File: config.mk
export PLATFORM = sky130hd
export DESIGN_NAME = edh_mod_unit
export DESIGN_NICKNAME = d
export VERILOG_FILES = /design/src/design/edh_pkg.sv /design/src/design/edh_mod_unit.sv
export SDC_FILE = /design/constraint.sdc
export NUM_CORES = 1
export LEC_CHECK = 0
export ABC_AREA = 1
export BUFFER_PORTS_ARGS = -buffer_cell sky130_fd_sc_hd__clkbuf_2
export CORE_MARGIN = 1.5
export CORE_UTILIZATION = 30
export CTS_BUF_LIST = sky130_fd_sc_hd__clkbuf_8 sky130_fd_sc_hd__clkbuf_16
export DETAILED_ROUTE_END_ITERATION = 12
export SLEW_MARGIN = 40
export SYNTH_ARGS = -nofsm -noshare
export SYNTH_HDL_FRONTEND = slang
export SYNTH_SLANG_ARGS = --single-unit
File: constraint.sdc
create_clock -name clock -period 3.7 [get_ports clock]
set_clock_uncertainty 0.1 [all_clocks]
set_input_delay 0.37 -clock clock [delete_from_list [all_inputs] [get_ports clock]]
set_output_delay 0.37 -clock clock [all_outputs]
set_load 0.01 [all_outputs]
File: src/design/edh_pkg.sv
// Types, constants and codes shared by the edge de-duplication hash table modules.
`default_nettype none
package edh_pkg;

   localparam int TABLE_DEPTH   = 4096;
   localparam int VERTEX_BITS   = 16;
   localparam int ADDR_BITS     = $clog2(TABLE_DEPTH);
   localparam int SIZE_BITS     = ADDR_BITS + 1;
   localparam int HASH_SHIFT    = 10;
   localparam int HASH_BITS     = VERTEX_BITS + HASH_SHIFT;
   localparam int TYPE_BITS     = 2;
   localparam int COUNT_BITS    = 8;
   localparam int ACTION_BITS   = 2;
   localparam int STATUS_BITS   = 2;

   // The remainder unit retires two dividend bits per cycle.
   localparam int MOD_RADIX_BITS = 2;
   localparam int MOD_STEPS      = (HASH_BITS + MOD_RADIX_BITS - 1) / MOD_RADIX_BITS;
   localparam int MOD_PAD_BITS   = MOD_STEPS * MOD_RADIX_BITS;
   localparam int MOD_CNT_BITS   = $clog2(MOD_STEPS + 1);

   localparam int CSR_DATA_BITS  = 32;
   localparam int CSR_ADDR_BITS  = 3;
   localparam int CSR_INDEX_LSB  = 2;

   localparam logic [SIZE_BITS-1:0] SIZE_MAX   = SIZE_BITS'(TABLE_DEPTH);
   localparam logic [SIZE_BITS-1:0] SIZE_RESET = SIZE_BITS'(TABLE_DEPTH);
   localparam logic [ADDR_BITS-1:0] ADDR_LAST  = ADDR_BITS'(TABLE_DEPTH - 1);

   localparam logic CSR_TABLE_SIZE = 1'b0;

   localparam logic [TYPE_BITS-1:0] ETYPE_FACING = 2'd0;
   localparam logic [TYPE_BITS-1:0] ETYPE_BACK   = 2'd1;
   localparam logic [TYPE_BITS-1:0] ETYPE_UNUSED = 2'd2;

   typedef enum logic [ACTION_BITS-1:0] {
      ACT_CLEAR = 2'd0,
      ACT_ADD   = 2'd1,
      ACT_READ  = 2'd2,
      ACT_NONE  = 2'd3
   } action_type;

   typedef enum logic [STATUS_BITS-1:0] {
      STATUS_OK    = 2'd0,
      STATUS_FULL  = 2'd1,
      STATUS_RANGE = 2'd2
   } status_type;

   typedef enum logic [2:0] {
      ST_INIT,
      ST_IDLE,
      ST_CLEAR,
      ST_HASH,
      ST_PROBE,
      ST_RD_ORDER,
      ST_RD_SLOT,
      ST_FINISH
   } state_type;

   typedef struct packed {
      logic                   valid;
      logic [VERTEX_BITS-1:0] lo;
      logic [VERTEX_BITS-1:0] hi;
      logic [TYPE_BITS-1:0]   etype;
      logic [COUNT_BITS-1:0]  facing;
      logic [COUNT_BITS-1:0]  backface;
   } slot_entry_type;

   typedef struct packed {
      status_type             status;
      logic                   was_new;
      logic [ADDR_BITS-1:0]   slot;
      logic [VERTEX_BITS-1:0] lo;
      logic [VERTEX_BITS-1:0] hi;
      logic [TYPE_BITS-1:0]   stype;
      logic [COUNT_BITS-1:0]  facing;
      logic [COUNT_BITS-1:0]  backface;
      logic [SIZE_BITS-1:0]   used_count;
   } result_type;

   typedef struct packed {
      logic                 start;
      logic [HASH_BITS-1:0] dividend;
      logic [SIZE_BITS-1:0] divisor;
   } mod_req_type;

   typedef struct packed {
      logic                 done;
      logic [ADDR_BITS-1:0] remainder;
   } mod_rsp_type;

endpackage
`default_nettype wire

File: src/design/edh_mod_unit.sv
// Iterative remainder unit that reduces the edge hash modulo the table size.
`default_nettype none
module edh_mod_unit
   import edh_pkg::*;
(
   input  wire logic        clock,
   input  wire logic        reset,
   input  wire mod_req_type mod_req,
   output mod_rsp_type      mod_rsp
);

   logic                      busy_ff,  busy_in;
   logic                      done_ff,  done_in;
   logic [MOD_CNT_BITS-1:0]   cnt_ff,   cnt_in;
   logic [MOD_PAD_BITS-1:0]   dvd_ff,   dvd_in;
   logic [SIZE_BITS-1:0]      div_ff,   div_in;
   logic [SIZE_BITS-1:0]      rem_ff,   rem_in;
   logic [SIZE_BITS-1:0]      rem_step;

   // Restoring remainder, two bits per cycle; the partial remainder stays below the divisor.
   always_comb begin
      logic [SIZE_BITS:0] trial;
      rem_step = rem_ff;
      for (int i = 0; i < MOD_RADIX_BITS; i++) begin
         trial = {rem_step, dvd_ff[MOD_PAD_BITS-1-i]};
         if (trial >= {1'b0, div_ff}) begin
            trial = trial - {1'b0, div_ff};
         end
         rem_step = trial[SIZE_BITS-1:0];
      end
   end

   always_comb begin
      busy_in = busy_ff;
      done_in = 1'b0;
      cnt_in  = cnt_ff;
      dvd_in  = dvd_ff;
      div_in  = div_ff;
      rem_in  = rem_ff;
      if (mod_req.start) begin
         busy_in = 1'b1;
         cnt_in  = MOD_CNT_BITS'(MOD_STEPS);
         dvd_in  = MOD_PAD_BITS'(mod_req.dividend);
         div_in  = mod_req.divisor;
         rem_in  = '0;
      end else if (busy_ff) begin
         rem_in = rem_step;
         dvd_in = dvd_ff << MOD_RADIX_BITS;
         cnt_in = cnt_ff - MOD_CNT_BITS'(1);
         if (cnt_ff == MOD_CNT_BITS'(1)) begin
            busy_in = 1'b0;
            done_in = 1'b1;
         end
      end
   end

   always_ff @(posedge clock) begin
      if (reset) begin
         busy_ff <= 1'b0;
         done_ff <= 1'b0;
      end else begin
         busy_ff <= busy_in;
         done_ff <= done_in;
      end
   end

   always_ff @(posedge clock) begin
      cnt_ff <= cnt_in;
      dvd_ff <= dvd_in;
      div_ff <= div_in;
      rem_ff <= rem_in;
   end

   assign mod_rsp.done      = done_ff;
   assign mod_rsp.remainder = rem_ff[ADDR_BITS-1:0];

endmodule
`default_nettype wire

**Word-level counts from Yosys, hierarchy flattened**

Cells that the tools add are included.

- Bits of input ports: 42
- Bits in registers: 58

- Add/sub/neg operators: 3
- Muxes and demuxes: 8
- Reductions and logical operators: 2
- Bitwise logic cells: 1
- Equal/unequal tests: 1
- $lt $le $gt $ge: 2

Operator list:

| cell | number |
|---|---|
| two-way mux 26 bit | 2 |
| greater-or-equal comparator 14 x 13 -> 1 bit | 2 |
| two-way mux 13 bit | 2 |
| subtractor 13 bit | 2 |
| == test 4 x 1 -> 1 bit (second input constant) | 1 |
| two-way mux 1 bit | 4 |
| subtractor 4 x 1 -> 4 bit (second input constant) | 1 |
| OR reduction 3 bit | 1 |
| nonzero test 2 bit | 1 |
| NOT 1 bit | 1 |

**Logic depth before layout (Yosys ltp)**

- Depth after elaboration: 4
- Mapped depth: 27
- Mapped depth without buffers: 26

**Worst setup path before layout**

OpenSTA, ideal clock, no wires.

- Path kind: register to register
- Start: register dvd_ff[25]
- End: register rem_ff[2]
- Stages on the path, launching flop included: 24
- Arrival: 3.085 ns
- Data required time: 3.487 ns
- Path slack: 0.402 ns
- Clock period less this slack: 3.298 ns
- Path buffers: 2
- Cells stage by stage: edfxtp_1 > inv_1 > ha_1 > inv_1 > fa_1 > nand2_1 > nand3_2 > nand2_2 > buf_2 > nand4_1 > nand2_1 > inv_1 > ha_1 > a21oi_1 > o21ai_2 > nand2_1 > nand3_1 > nand2_1 > nand2_1 > nor2_4 > buf_6 > nand3_1 > nand3_1 > nand2_1

- Word-level cells in the longest chain between the ends: 4
- Elaborated cells between the ends (all ways): 6

Ends and longest elaborated chain:

| item | RTL line | RTL |
|---|---|---|
| start: declaration | edh_mod_unit.sv:15 | `logic [MOD_PAD_BITS-1:0] dvd_ff, dvd_in;` |
| start signal: assignment | edh_mod_unit.sv:69 | `dvd_ff <= dvd_in;` |
| subtractor 13 bit / greater-or-equal comparator 14 x 13 -> 1 bit (equally long branches) | edh_mod_unit.sv:27, edh_mod_unit.sv:26 |  |
| two-way mux 13 bit (*) | edh_mod_unit.sv:26 | `if (trial >= {1'b0, div_ff}) begin` |
| subtractor 13 bit / greater-or-equal comparator 14 x 13 -> 1 bit (equally long branches) | edh_mod_unit.sv:27, edh_mod_unit.sv:26 |  |
| two-way mux 13 bit (*) | edh_mod_unit.sv:26 |  |
| end signal: assignment | edh_mod_unit.sv:71 | `rem_ff <= rem_in;` |
| end: declaration | edh_mod_unit.sv:17 | `logic [SIZE_BITS-1:0] rem_ff, rem_in;` |

Every way passes the cells marked *; elsewhere a longest branch is shown, timed or not.
A chain may end at the register's enable or synchronous reset.

**Worst setup path after layout**

- Start: register div_ff[1]
- End: register rem_ff[2]

- Word-level cells in the longest chain between the ends: 4
- Elaborated cells between the ends (all ways): 6

Ends and longest elaborated chain:

| item | RTL line | RTL |
|---|---|---|
| start: declaration | edh_mod_unit.sv:16 | `logic [SIZE_BITS-1:0] div_ff, div_in;` |
| start signal: assignment | edh_mod_unit.sv:70 | `div_ff <= div_in;` |
| subtractor 13 bit / greater-or-equal comparator 14 x 13 -> 1 bit (equally long branches) | edh_mod_unit.sv:27, edh_mod_unit.sv:26 |  |
| two-way mux 13 bit | edh_mod_unit.sv:26 |  |
| subtractor 13 bit / greater-or-equal comparator 14 x 13 -> 1 bit (equally long branches) | edh_mod_unit.sv:27, edh_mod_unit.sv:26 |  |
| two-way mux 13 bit (*) | edh_mod_unit.sv:26 |  |

Marked as above.

==> impl_metrics.csv <==
group,metric,value,unit
run_status,status,"finished clean",
cells_and_area,multi_input_comb_area,0.00232,mm²
place,dpl-instance-area,0.00473,mm²
route,dr.pass1.iters,6,
sta,whs,0.117,ns
logic_synthesis,synthMuxAreaShare,0,%
sta,slew_viol_final,0,
clocking,cts_buffers,9,
logic_synthesis,ys_seq_area_share,36.3,%
floorplan,row_count,43,
floorplan,dieWidth,122,µm
sta,fmax,290,MHz
power,power.total,5.11,mW
cells_and_area,layout-drive-gt1-share,22.2,%
clocking,clock-root-buffer,"clkbuf_16",
place,place_inst,820,
clocking,cts_max_path_buffers,2,
logic_synthesis,ys_ff_latch,58,
clocking,cts_tree,"done",
min_path,worstHoldPathType,"input port to flip-flop",
logic_synthesis,synth.distinct_cells,32,
logic_synthesis,ys.flop_type,"edfxtp_1",
place,routabilityCongestion,0.819,
global_routing,grt_pass1_wl,17400,µm
clocking,cts-htree-levels,3,
sta,worst_pin_slew,0.594,ns
place,dpl_worst_slack,-0.000216,ns
power,power_leakage,2.80,nW
worst_setup_path,cp_max_fo,13,
cells_and_area,finalInstanceArea,0.00527,mm²
logic_synthesis,synth.most_common_cell,"nand2_1",
global_routing,grt_max_degree,44,
route,drtIter0Drc,240,
floorplan,dieArea,0.0150,mm²
route,wirelength,10500,µm
clocking,clkTransAtPathRegs,0.06,ns
logic_synthesis,synth_top_family_by_area,"simple AND/OR/NAND/NOR gates",
cells_and_area,nNetsFinal,733,
route,viasPerCell,4.45,
power,cellPowerDensity,971,mW/mm²
worst_setup_path,cp-end-kind,"flip-flop",
power,max-vdd-ir-drop,0.311,mV
global_routing,first_global_vias,3653,
worst_setup_path,cp_data_required_time,3.82,ns
logic_synthesis,synth_compound_area_share,3.42,%
sta,hold_viol,0,
floorplan,die_h,122,µm
route,vias,3762,
sta,fin_ws,0.255,ns
logic_synthesis,synth_fp_nets,666,
place,dp_hpwl,8160,µm
logic_synthesis,synth_fa_ha_area_share,9.13,%
logic_synthesis,yosys-top-cells-count,"228 x nand2_1, 92 x inv_1, 55 x nand3_1",
logic_synthesis,yosysTopAreaCell,"edfxtp_1",
floorplan,start_util,30.8,%
clocking,clock_latency,0.33,ns
logic_synthesis,synth_area,0.00428,mm²
route,drc,0,
worst_setup_path,worstSetupStartpointType,"flip-flop",
clocking,cts_hold_buf,0,
logic_synthesis,synth_edf_count,39,
worst_setup_path,critPathKind,"flip-flop to flip-flop",
cells_and_area,seqCellArea,0.00155,mm²
cells_and_area,fill_cells,1469,
place,io_buffers,54,
logic_synthesis,synth-async-reset-ratio,0,%
sta,period_minus_slack,3.45,ns
worst_setup_path,worstPathArrival,3.56,ns
route,ant_nets,0,
cells_and_area,fin_util,37.9,%
sta,slew_headroom,60.4,%
logic_synthesis,synthTopCellsByArea,"edfxtp_1 27%, nand2_1 20%, dfxtp_1 8.9%",
cells_and_area,diodes,0,
floorplan,core_area,0.0139,mm²
global_routing,grt_antenna_before_repair,0,
logic_synthesis,syn_inst,594,
sta,setup_viol,0,
logic_synthesis,synth_xor_area_share,3.07,%
logic_synthesis,yosys.area.top_type_share,27.4,%
logic_synthesis,yosysWarnings,0,
floorplan,num_io_pins,55,
global_routing,track_usage,14.8,%
run,drv_cap,0,
sta,post-route-period-util,93.1,%
logic_synthesis,yosys.area_share.simple,35.4,%
logic_synthesis,avgSynthCellArea,7.20,µm²
cells_and_area,synthToLayoutAreaGrowth,23.1,%
sta,fin_tns_setup,0,ns
global_routing,overflow,0,
route,wl_per_cell,12.4,µm
cells_and_area,stdcell_count,846,
clocking,cts.sink_count,58,
==> critical path, stage by stage, from the launching register on <==
cell and delay (ns):
edfxtp_1 0.40, inv_1 0.13, ha_1 0.32, nand2_1 0.07, nor2_1 0.23, nand4_4 0.17, buf_4 0.22, nand4_1 0.10
nand2_1 0.10, inv_1 0.07, ha_2 0.30, a21oi_2 0.17, o21ai_2 0.09, nand2_1 0.09, nand3_2 0.11, nand2_1 0.09
nand2_2 0.09, nor2_4 0.20, nand3_1 0.11, nand3_1 0.12, nand2_1 0.05
==> cell families (layout without fill, tap and decap cells) <==
logic type	after synthesis	in the layout
AND/OR/NAND/NOR	344	347
AO/OA/AOI/OAI	24	24
flip-flops	58	58
buffers and inverters	123	192
XOR/XNOR	15	15
adder cells (fa/ha/maj)	30	30
==> registers in the layout, summed over array words and instances, names as in the netlist <==
signal / cells
dvd_ff: 26
div_ff: 13
rem_ff: 13
cnt_ff: 4
busy_ff: 1
done_ff: 1
==> power by group <==
part	internal (mW)	switching (mW)	leakage, nW
Clock	0.594	0.304	0.156
Sequential	0.808	0.0707	0.551
Combinational	1.35	1.99	2.09
==> routing by layer <==
layer | wire, µm | GRT usage (%)
met1 | 4980 | 19.6
met2 | 4770 | 23.7
met3 | 585 | 3.62
met5 | 0 | 0
met4 | 158 | 5.01
==> area by class of cell <==
cell class / count / share of cell area (%)
Clock buffer: 9 / 4.28
Inverter: 96 / 6.84
Timing Repair Buffer: 80 / 9.07
Tap cell: 180 / 4.28
Multi-Input combinational cell: 416 / 44.1
Sequential cell: 58 / 29.5
Clock inverter: 7 / 1.95
==> placed cells by master (no fill, tap or decap), types with 9 or more instances in the layout <==
cell       instances
clkbuf_16          9
nand4_1           18
ha_1              21
inv_2              9
edfxtp_1          39
nand2_2           11
buf_4             25
nand2_1          222
dfxtp_1           19
xnor2_1            9
nand3_1           53
nor2_1            22
a21oi_1            9
inv_1             87
clkbuf_2          54
==> final timing paths <==
check         startpoint         end  slack, ns  cells past startpoint
max            div_ff[1]   rem_ff[2]       0.25                     20
min          mod_req[11]  div_ff[11]       0.12                      1
max reg2reg    div_ff[1]   rem_ff[2]       0.25                     20
min reg2reg    cnt_ff[3]   cnt_ff[3]       0.38                      1
==> repair_timing <==
item | CTS | global route
pin swaps | 1 | 8
setup endpoints to repair | 2 | 13
gates cloned | 0 | 3
buffers inserted | 0 | 7
gates resized for setup | 0 | 28
Note: power is estimated with default switching activity, not from simulation.
