<file path="src/design/edh_pkg.sv">
// Types, constants and codes shared by the edge de-duplication hash table modules.
`default_nettype none
package edh_pkg;

   localparam int TABLE_DEPTH   = 4096;
   localparam int VERTEX_BITS   = 16;
   localparam int ADDR_BITS     = $clog2(TABLE_DEPTH);
   localparam int SIZE_BITS     = ADDR_BITS + 1;
   localparam int HASH_SHIFT    = 10;
   localparam int HASH_BITS     = VERTEX_BITS + HASH_SHIFT;
   localparam int TYPE_BITS     = 2;
   localparam int COUNT_BITS    = 8;
   localparam int ACTION_BITS   = 2;
   localparam int STATUS_BITS   = 2;

   // The remainder unit retires two dividend bits per cycle.
   localparam int MOD_RADIX_BITS = 2;
   localparam int MOD_STEPS      = (HASH_BITS + MOD_RADIX_BITS - 1) / MOD_RADIX_BITS;
   localparam int MOD_PAD_BITS   = MOD_STEPS * MOD_RADIX_BITS;
   localparam int MOD_CNT_BITS   = $clog2(MOD_STEPS + 1);

   localparam int CSR_DATA_BITS  = 32;
   localparam int CSR_ADDR_BITS  = 3;
   localparam int CSR_INDEX_LSB  = 2;

   localparam logic [SIZE_BITS-1:0] SIZE_MAX   = SIZE_BITS'(TABLE_DEPTH);
   localparam logic [SIZE_BITS-1:0] SIZE_RESET = SIZE_BITS'(TABLE_DEPTH);
   localparam logic [ADDR_BITS-1:0] ADDR_LAST  = ADDR_BITS'(TABLE_DEPTH - 1);

   localparam logic CSR_TABLE_SIZE = 1'b0;

   localparam logic [TYPE_BITS-1:0] ETYPE_FACING = 2'd0;
   localparam logic [TYPE_BITS-1:0] ETYPE_BACK   = 2'd1;
   localparam logic [TYPE_BITS-1:0] ETYPE_UNUSED = 2'd2;

   typedef enum logic [ACTION_BITS-1:0] {
      ACT_CLEAR = 2'd0,
      ACT_ADD   = 2'd1,
      ACT_READ  = 2'd2,
      ACT_NONE  = 2'd3
   } action_type;

   typedef enum logic [STATUS_BITS-1:0] {
      STATUS_OK    = 2'd0,
      STATUS_FULL  = 2'd1,
      STATUS_RANGE = 2'd2
   } status_type;

   typedef enum logic [2:0] {
      ST_INIT,
      ST_IDLE,
      ST_CLEAR,
      ST_HASH,
      ST_PROBE,
      ST_RD_ORDER,
      ST_RD_SLOT,
      ST_FINISH
   } state_type;

   typedef struct packed {
      logic                   valid;
      logic [VERTEX_BITS-1:0] lo;
      logic [VERTEX_BITS-1:0] hi;
      logic [TYPE_BITS-1:0]   etype;
      logic [COUNT_BITS-1:0]  facing;
      logic [COUNT_BITS-1:0]  backface;
   } slot_entry_type;

   typedef struct packed {
      status_type             status;
      logic                   was_new;
      logic [ADDR_BITS-1:0]   slot;
      logic [VERTEX_BITS-1:0] lo;
      logic [VERTEX_BITS-1:0] hi;
      logic [TYPE_BITS-1:0]   stype;
      logic [COUNT_BITS-1:0]  facing;
      logic [COUNT_BITS-1:0]  backface;
      logic [SIZE_BITS-1:0]   used_count;
   } result_type;

   typedef struct packed {
      logic                 start;
      logic [HASH_BITS-1:0] dividend;
      logic [SIZE_BITS-1:0] divisor;
   } mod_req_type;

   typedef struct packed {
      logic                 done;
      logic [ADDR_BITS-1:0] remainder;
   } mod_rsp_type;

endpackage
`default_nettype wire

</file>
<file path="src/design/edh_csr.sv">
// Configuration register block holding the table size and its clamped effective value.
`default_nettype none
module edh_csr
   import edh_pkg::*;
(
   input  wire logic                     clock,
   input  wire logic                     reset,
   input  wire logic                     psel,
   input  wire logic                     penable,
   input  wire logic                     pwrite,
   input  wire logic [CSR_ADDR_BITS-1:0] paddr,
   input  wire logic [CSR_DATA_BITS-1:0] pwdata,
   output logic      [CSR_DATA_BITS-1:0] prdata,
   output logic                          pready,
   output logic      [SIZE_BITS-1:0]     eff_size
);

   logic [SIZE_BITS-1:0] table_size_ff;
   logic [SIZE_BITS-1:0] table_size_in;
   logic                 wr_en;
   logic                 reg_index;

   assign reg_index = paddr[CSR_INDEX_LSB];
   assign wr_en     = psel && penable && pwrite && pready;
   assign pready    = 1'b1;

   always_comb begin
      table_size_in = table_size_ff;
      if (wr_en && (reg_index == CSR_TABLE_SIZE)) begin
         table_size_in = pwdata[SIZE_BITS-1:0];
      end
   end

   always_ff @(posedge clock) begin
      if (reset) begin
         table_size_ff <= SIZE_RESET;
      end else begin
         table_size_ff <= table_size_in;
      end
   end

   always_comb begin
      prdata = '0;
      if (reg_index == CSR_TABLE_SIZE) begin
         prdata = {{(CSR_DATA_BITS-SIZE_BITS){1'b0}}, table_size_ff};
      end
   end

   // A size of zero behaves as one slot, and anything above the depth as the full depth.
   always_comb begin
      if (table_size_ff == '0) begin
         eff_size = SIZE_BITS'(1);
      end else if (table_size_ff > SIZE_MAX) begin
         eff_size = SIZE_MAX;
      end else begin
         eff_size = table_size_ff;
      end
   end

endmodule
`default_nettype wire

</file>
<file path="config.mk">
export PLATFORM = sky130hd
export DESIGN_NAME = edh_csr
export DESIGN_NICKNAME = d
export VERILOG_FILES = /design/src/design/edh_pkg.sv /design/src/design/edh_csr.sv
export SDC_FILE = /design/constraint.sdc
export NUM_CORES = 1
export LEC_CHECK = 0
export ABC_AREA = 0
export BUFFER_PORTS_ARGS = -buffer_cell sky130_fd_sc_hd__buf_2
export CAP_MARGIN = 20
export CORE_ASPECT_RATIO = 1.4
export CORE_MARGIN = 3
export CORE_UTILIZATION = 37
export DETAILED_ROUTE_END_ITERATION = 6
export HOLD_SLACK_MARGIN = 0.15
export PLACE_DENSITY = 0.86
export SLEW_MARGIN = 20
export SYNTH_ARGS = -nofsm -noshare
export SYNTH_HDL_FRONTEND = slang
export SYNTH_SLANG_ARGS = --single-unit
</file>
<file path="constraint.sdc">
create_clock -name clock -period 1.8 [get_ports clock]
set_input_delay 0.09 -clock clock [delete_from_list [all_inputs] [get_ports clock]]
set_output_delay 0.09 -clock clock [all_outputs]
set_load 0.02 [all_outputs]
</file>
---- Word level (Yosys, flattened, before mapping) ----
Cells that the tools add are included.
storage, ports and cells
  logic and storage cells ................. 10
  bits in read-only memories .............. 0
  memories kept ........................... 0
  output and inout port bits .............. 46
  input port bits ......................... 40
  register bits ........................... 13
  bits in latches ......................... 0
  RAM bits ................................ 0
operators by class
  reduce and logical (&&, ||, !) cells .... 4
  muxes and demuxes ....................... 3
  multiply operators ...................... 0
  divide/modulo/power cells ............... 0
  add/subtract/negate cells ............... 0
  magnitude comparators ................... 1
  shifts and indexed selects .............. 0
  equality and inequality tests ........... 0
  bitwise gates (word level) .............. 1
operators with widths
  operator                                               number
  13-bit 2-to-1 mux                                      3
  13-bit greater-than comparator, second input constant  1
  13-bit logical NOT                                     1
  1-bit logical AND                                      3
  1-bit NOT                                              1

---- Longest topological paths before layout ----
Gate-level depths: netlist of run 1.
  word-level depth ........................ 3
  gate-level depth with buffers ........... 4
  mapped depth without buffers ............ 3

---- Worst setup path before layout of run 1 ----
No wires, ideal clock.
  path kind ............................... reg-to-output
  from .................................... register table_size_ff[10]
  to ...................................... output port eff_size[0]
  data arrival time ....................... 0.958 ns
  buffers on the path ..................... 0
  setup slack ............................. 0.752 ns
  stages on the path, launching flop included .. 4
  required time ........................... 1.710 ns
  path through ............................ dfxtp_1 nor4_1 a31oi_1 nor2_1
between the ends
  longest elaborated chain between the ends .. 3
  elaborated cells between the ends (all ways) .. 4
  those cells by class .................... order compare (1); mux (2); reduce/logical (1)
RTL lines
  element                         line           RTL
  from (decl)                     edh_csr.sv:18  logic [SIZE_BITS-1:0] table_size_ff;
  from (signal assigned)          edh_csr.sv:38  table_size_ff <= table_size_in;
  13-bit greater-than comparator  edh_csr.sv:53  end else if (table_size_ff > SIZE_MAX) begin
  13-bit 2-to-1 mux               edh_csr.sv:53
  13-bit 2-to-1 mux *             edh_csr.sv:51  if (table_size_ff == '0) begin
  to (decl)                       edh_csr.sv:15  output logic [SIZE_BITS-1:0] eff_size
Every way passes the cells marked *; elsewhere a longest branch is shown, timed or not.

---- Final worst setup path of run 1 ----
  from .................................... input port paddr[2]
  to ...................................... register table_size_ff[1]
between the ends
  longest elaborated chain between the ends .. 2
RTL lines
  element            line           RTL
  from (decl)        edh_csr.sv:11  input wire logic [CSR_ADDR_BITS-1:0] paddr,
  1-bit NOT          --
  1-bit logical AND  edh_csr.sv:29  if (wr_en && (reg_index == CSR_TABLE_SIZE)) begin
No other way between the ends.
A chain may end at the register's enable or synchronous reset.

==> metrics.csv, run 1 <==
metric,value,unit
drc_errors,0,
fill_cells,180,
setup_viol,0,
post_drt_wl_per_cell,11.3,um
synthAdderAreaFrac,0,%
hp-start,reset,
synth_top_family_by_area,simple AND/OR/NAND/NOR gates,
largest_register_ffs,13,
pwr_density_cell,522,nW/um^2
path_clk_slew,0.08,ns
synth_xor_area_share,0,%
path_cells,buf_2 > nand4b_1 > nand2_1 > a21oi_1 > dlygate4sd3_1,
cts_buffers,3,
cp_max_fo,15,
reg_top3,table_size_ff x13,
drive_gt1_share,30.2,%
worst_slew_pin_slew,0.564,ns
slew_viol_final,0,
r2r_setup_slack,0.56,ns
crit_path_end_kind,register,
ys_types,17,
hold_viol,0,
required,1.98,ns
antenna_found_initial,0,
cts_setup_buffers,0,
ioPinCount,86,
crit_cells,5,
io_buffers,44,
ant_nets,0,
initial_core_util,40.4,%
die_x,45.9,um
r2r_cells,3,
cap_violations,0,
hold_ws,0.147,ns
synth_warnings,0,
max_slew_margin,62.2,%
syn_area,826,sq um
max_stage_delay,0.57,ns
wl,2180,um
clock_sinks,13,
postSynthAreaPerCell,7.44,sq um
gr-total-overflow,0,
min_path_type,in2reg,
clock_path_buffers,2,
path_delay_family,simple AND/OR/NAND/NOR gates,
max_clock_freq,0.636,GHz
peakVddDrop,0.266,mV
cts_tree,done,
detail_route.vias_per_cell,4.50,
die_height,61.9,um
hpwl,1520,um
grt_pass1_vias,749,
yosysSeqAreaShare,31.5,%
period_minus_slack,1.57,ns
coreArea,2040,sq um
grt_max_degree,16,
synth_compound_area_share,8.48,%
grtUsageTotal,15.6,%
finClkSkew,0,ns
cp_slowest_cell,dlygate4sd3_1,
largest_register,table_size_ff,
die-area,2840,sq um
antenna_cells,0,
synthSimpleGateAreaFrac,36.8,%
cts_root_buf,clkbuf_4,
setup.worst_path.start_class,input pin,
routed-via-count,869,
syn-instance-count,111,
area_delta_synth_final,44.4,%
clock_latency,0.28,ns
grt_pass1_wl,3230,um
hold_depth,2,
arrival,1.75,ns
fin_crit_sh,87.4,%
tns,0,ns
worstSetupPathType,in2reg,
crit_buf_inv,2,
dr.first_iter.drc_count,25,
final_nets,213,
timing.rr.start,table_size_ff[1],
power,623,uW
final_cell_mix,"buf_2 (44), nand2_1 (26), nor2b_1 (21), dlygate4sd3_1 (21), conb_1 (20)",
outcome,finished clean,
cts_max_level,1,
final_common_cell,buf_2,
dr.pass1.iters,4,
p_leak,0.604,nW
routabilityCongestion,0.696,
rows,19,
min_to,table_size_ff[9],
r2r_end,table_size_ff[1],
ys_seq_elements,13,
muxShareOfSynthArea,0,%
rsz0062_at_grt,no,
[kinds of logic (layout without fill, tap and decap cells)]
family                 Yosys count  count (layout)
buffers and inverters           26              69
and+or+nand+nor                 57              57
AOI/OAI and AO/OA               13              13
other                            2              20
DFF                             13              13
[report_power, final]
group	total [mW]	internal (mW)	switching (mW)
Clock	0.187	0.0861	0.100
Sequential	0.302	0.294	0.00807
Combinational	0.134	0.0548	0.0794
[worst reg2reg max path: stages, from the launching register on]
cell and delay (ns):
dfxtp_1 0.37, nand2_1 0.08, a21oi_1 0.17, dlygate4sd3_1 0.56
[synthesized netlist by cell type]
master | number | area share, %
a21oi_2 | 1 | 1.1
a21oi_1 | 11 | 6.7
conb_1 | 2 | 0.91
nor2_1 | 1 | 0.45
and4b_2 | 1 | 1.4
a31oi_1 | 1 | 0.76
dfxtp_1 | 13 | 32
clkbuf_1 | 4 | 1.8
nor3_1 | 1 | 0.61
buf_6 | 1 | 1.4
nor4_1 | 2 | 1.5
nand3b_1 | 1 | 0.91
nand2_1 | 26 | 12
nor2b_1 | 21 | 16
buf_4 | 21 | 19
and2b_2 | 3 | 3.2
nand4b_1 | 1 | 1.1
[per-stage QoR]
stage | instance area (sq um) | cells | utilization (%) | worst slack [ns]
3_5_place_dp | 956 | 168 | 46.8 | 0.534
4_1_cts | 1190 | 193 | 58.3 | 0.285
3_3_place_gp | 956 | 168 | 46.8 | 0.554
2_1_floorplan | 893 | 129 | - | 0.752
6_report | 1190 | 193 | 58.3 | 0.227
5_1_grt | 1190 | 193 | 58.3 | 0.173
[layer usage]
layer  wire length [um]  global-route usage (%)  up-vias
met5                  0                       0        -
met4                 61                    10.2        0
met2               1220                    27.2       38
li1                   -                       -      433
met3                142                    2.59        8
met1                755                    16.8      390
[timing repair]
| action | 4_1_cts | 5_1_grt |
|---|---|---|
| setup endpoints to repair | 0 | 0 |
| hold buffers | 21 | 0 |
| hold endpoints to repair | 13 | 0 |
| resized for setup | 0 | 0 |
[cell type report]
type                    count  area [sq um]  area share (%)
repair buffers             65           430            36.1
flip-flops and latches     13           260            21.8
clock buffers               4          26.3            2.20
well taps                  21          26.3            2.20
multi-input cells          90           449            37.7
[how the worst max path moves through the flow]
stage                  endpoint         startpoint  slack [ns]
3_5_place_dp   table_size_ff[6]           paddr[2]        0.53
3_3_place_gp   table_size_ff[6]           paddr[2]        0.55
6_report       table_size_ff[1]           paddr[2]        0.23
2_1_floorplan       eff_size[0]  table_size_ff[10]        0.75
4_1_cts        table_size_ff[6]           paddr[2]        0.28
5_1_grt        table_size_ff[6]           paddr[2]        0.17
No activity file was read; power rests on OpenSTA's default activity.
==> run 2, diff against run 1 <==
CORE_ASPECT_RATIO = 1.25   (was 1.4)
==> run 2 against run 1 <==
Effect of this change: final cell count grew 1.0%; non-clock buffer count shrank 7; clock skew is the same; sequential share of layout area grew 1.1 points; via count shrank 3.0%; critical path depth is the same; largest cell class unchanged.
==> metrics.csv, run 2 (synthesis results as in run 1) <==
metric,value,unit
drc_errors,0,
min_path_type,in2reg,
hold_depth,2,
path_delay_family,simple AND/OR/NAND/NOR gates,
post_drt_wl_per_cell,10.8,um
place_area,967,sq um
dpl.cell_count,177,
fin_crit_sh,83.5,%
min_to,table_size_ff[10],
final_cell_mix,"buf_2 (44), nand2_1 (26), nor2b_1 (21), conb_1 (20), dlygate4sd3_1 (14)",
hold_ws,0.155,ns
reg_top3,table_size_ff x13,
tns,0,ns
grt_pass1_vias,704,
grt_max_degree,16,
arrival,1.68,ns
postCtsHoldBufs,14,
period_minus_slack,1.50,ns
post_cts_resized,0,
timing.rr.start,table_size_ff[6],
hpwl,1480,um
setup.worst_path.start_class,input pin,
pwr_density_cell,545,nW/um^2
power,617,uW
cap_violations,0,
rows,18,
path_clk_slew,0.08,ns
antenna_cells,0,
final_common_cell,buf_2,
rsz0062_at_grt,no,
ant_nets,0,
final_nets,206,
area_delta_synth_final,37.3,%
p_leak,0.556,nW
r2r_cells,3,
crit_path_end_kind,register,
coreArea,2050,sq um
largest_register_ffs,13,
required,1.98,ns
gr-total-overflow,0,
cts_tree,done,
outcome,finished clean,
dr.first_iter.drc_count,25,
worstSetupPathType,in2reg,
path_cells,buf_2 > nand4b_1 > nand2_1 > a21oi_2 > dlygate4sd3_1,
hold_viol,0,
clock_sinks,13,
die-area,2840,sq um
r2r_end,table_size_ff[6],
postLayoutSetupSlackWorst,0.298,ns
max_stage_delay,0.55,ns
stdcell_count,195,
largest_register,table_size_ff,
finClkSkew,0,ns
dr.pass1.iters,4,
io_buffers,44,
cp_slowest_cell,dlygate4sd3_1,
final_util,55.3,%
max_clock_freq,0.666,GHz
clock_path_buffers,2,
worst_slew_pin_slew,0.534,ns
r2r_setup_slack,0.60,ns
grt_pass1_wl,2930,um
detail_route.vias_per_cell,4.32,
hp-start,reset,
cts_root_buf,clkbuf_4,
antenna_found_initial,0,
cts_max_level,1,
ioPinCount,86,
cts_buffers,3,
grtUsageTotal,14.3,%
peakVddDrop,0.420,mV
crit_cells,5,
routabilityCongestion,0.760,
wl,2110,um
post-place-ws,0.539,ns
drive_gt1_share,31.5,%
crit_buf_inv,2,
clock_latency,0.28,ns
cts_setup_buffers,0,
die_x,48.3,um
die_height,58.8,um
initial_core_util,40.3,%
max_slew_margin,64.2,%
final_area,1130,sq um
slew_viol_final,0,
routed-via-count,843,
setup_viol,0,
cp_max_fo,15,
==> run 2: cell type report <==
type	count	area, sq um
fill	213	916
multi-input combinational	90	449
timing repair buffer	58	360
sequential	13	260
tap	30	37.5
clock buffer	4	26.3
==> run 2: layer usage <==
| layer | GRT usage [%] | routed length [um] | vias up |
|---|---|---|---|
| met3 | 1.53 | 154 | 9 |
| met1 | 15.4 | 734 | 371 |
| met5 | 0 | 0 | - |
| li1 | - | - | 418 |
| met2 | 25.2 | 1160 | 45 |
| met4 | 8.08 | 56 | 0 |
==> run 2: how the worst max path moves through the flow <==
| stage | startpoint | slack (ns) | end |
|---|---|---|---|
| after CTS | paddr[2] | 0.29 | table_size_ff[6] |
| after global routing | paddr[2] | 0.18 | table_size_ff[6] |
| final | paddr[2] | 0.30 | table_size_ff[6] |
| after global placement | paddr[2] | 0.54 | table_size_ff[6] |
| after floorplan | table_size_ff[10] | 0.75 | eff_size[0] |
| after detailed placement | paddr[2] | 0.54 | table_size_ff[6] |
==> run 2: report_power, final <==
part / switching, mW / total, mW / internal, mW
Sequential: 0.00789 / 0.302 / 0.294
Combinational: 0.0788 / 0.130 / 0.0510
Clock: 0.0998 / 0.186 / 0.0862
==> run 3, diff against run 2 <==
CORE_UTILIZATION = 31   (was 37)
PLACE_DENSITY = 0.77   (was 0.86)
clock period = 1.35 ns   (was 1.8 ns; I/O delays follow)
==> run 3 against run 2 <==
Effect of this change: the flow now finishes with violations (negative setup slack); hold slack improved by 0.026 ns; critical path depth down 1; sequential share of layout area down 2.8 points; total power is 38% higher; die area up 17%; clock-buffer cell count unchanged; design area grew 15%.
==> metrics.csv, run 3 (synthesis results as in run 1) <==
metric,value,unit
period_minus_slack,1.41,ns
cts_buffers,3,
cp_max_fo,4,
outcome,"complete, but fails checks",
hold_viol,0,
dr.pass1.iters,6,
antenna_cells,0,
postLayoutSetupSlackWorst,-0.0615,ns
cp-startpoint,table_size_ff[11],
finClkSkew,0,ns
cts_max_level,1,
routed-via-count,881,
post_drt_wl_per_cell,11.3,um
cts_tree,done,
crit_path_end_kind,primary output,
grtUsageTotal,14.2,%
largest_register_ffs,13,
min_path_type,in2reg,
routabilityCongestion,0.821,
die_height,63.7,um
detail_route.vias_per_cell,4.16,
timing.rr.start,table_size_ff[1],
hp-start,reset,
rows,20,
setup_viol,1,
antenna_found_initial,0,
arrival,1.34,ns
p_leak,0.654,nW
pwr_density_cell,651,nW/um^2
largest_register,table_size_ff,
area_delta_synth_final,58.0,%
max_clock_freq,0.708,GHz
gr-total-overflow,0,
reg_top3,table_size_ff x13,
required,1.28,ns
place_area,986,sq um
violations,negative setup slack,
wl,2400,um
ioPinCount,86,
final_cell_mix,"buf_2 (42), nand2_1 (26), dlygate4sd3_1 (25), nor2b_1 (21), conb_1 (20)",
drive_gt1_share,33.0,%
clock_path_buffers,2,
slew_viol_final,0,
coreArea,2480,sq um
clock_latency,0.28,ns
rsz0062_at_grt,yes,
path_clk_slew,0.08,ns
fin_crit_sh,105,%
worstSetupPathType,reg2out,
clock_sinks,13,
ant_nets,0,
cts_root_buf,clkbuf_4,
grt_pass1_vias,811,
peakVddDrop,0.320,mV
cap_violations,0,
final_common_cell,buf_2,
grt_max_degree,16,
grt_pass1_wl,3600,um
hpwl,1520,um
final_nets,220,
setup.worst_path.start_class,register,
final_area,1310,sq um
final_util,52.7,%
initial_core_util,33.3,%
io_buffers,44,
dr.first_iter.drc_count,32,
drc_errors,0,
die_x,52.2,um
die-area,3320,sq um
tns,-0.0615,ns
-- run 3: cell types whose count changed in the layout (fill, tap and decap cells not counted) --
cell           change
nor4_4             +1
clkbuf_4           +1
dlygate4sd3_1     +11
dfxtp_1            -2
nor4_1             -2
buf_4              +3
dfxtp_2            +2
and4b_4            +1
buf_2              -2
nor4_2             +1
-- run 3: worst paths after layout --
path / end / slack [ns] / cells past startpoint
hold reg to reg: table_size_ff[12] / 0.75 / 3
hold / removal: table_size_ff[12] / 0.18 / 2
setup / recovery: eff_size[0] / -0.06 / 4
setup reg to reg: table_size_ff[1] / 0.09 / 3
-- run 3: timing repair --
item	CTS	global route
setup endpoints to repair	1	11
hold endpoints to repair	13	0
pin swaps	2	3
hold buffers	25	0
setup buffers	0	0
gates cloned	0	1
gates resized for setup	4	4
-- run 3: power breakdown --
| part | leakage [nW] | internal (mW) | switching [mW] | total [mW] |
|---|---|---|---|---|
| clock | 0.0150 | 0.115 | 0.136 | 0.250 |
| sequential | 0.106 | 0.392 | 0.0107 | 0.403 |
| combinational | 0.533 | 0.0842 | 0.113 | 0.197 |
| total | 0.654 | 0.591 | 0.259 | 0.850 |
-- run 3: worst max-delay path, stage by stage, from the launching register on --
cell     delay [ns]
dfxtp_2        0.35
nor4_4         0.30
a31oi_1        0.11
nor2_1         0.13
buf_4          0.16
-- run 3: per-layer routing --
layer / GRT usage, % / up-vias / part of all wire (%)
li1: - / 449 / -
met1: 16.2 / 396 / 38
met2: 25.0 / 31 / 54
met3: 1.89 / 5 / 6.4
met4: 7.03 / 0 / 1.8
met5: 0 / - / 0
-- run 3: final cells by class --
class / instances / area (sq um)
clock buffer: 4 / 26.3
tap: 33 / 41.3
fill: 238 / 1170
multi-input combinational: 91 / 484
sequential: 13 / 263
timing repair buffer: 71 / 490
-- run 3: stage by stage --
step,setup slack [ns],hold WS (ns),power (mW),cells
2_1_floorplan,0.324,0.137,0.555,129
3_3_place_gp,0.188,0.279,0.554,182
3_5_place_dp,0.187,0.286,0.555,182
4_1_cts,-0.0215,0.186,0.839,211
5_1_grt,-0.106,0.216,0.883,212
6_report,-0.0615,0.181,0.850,212
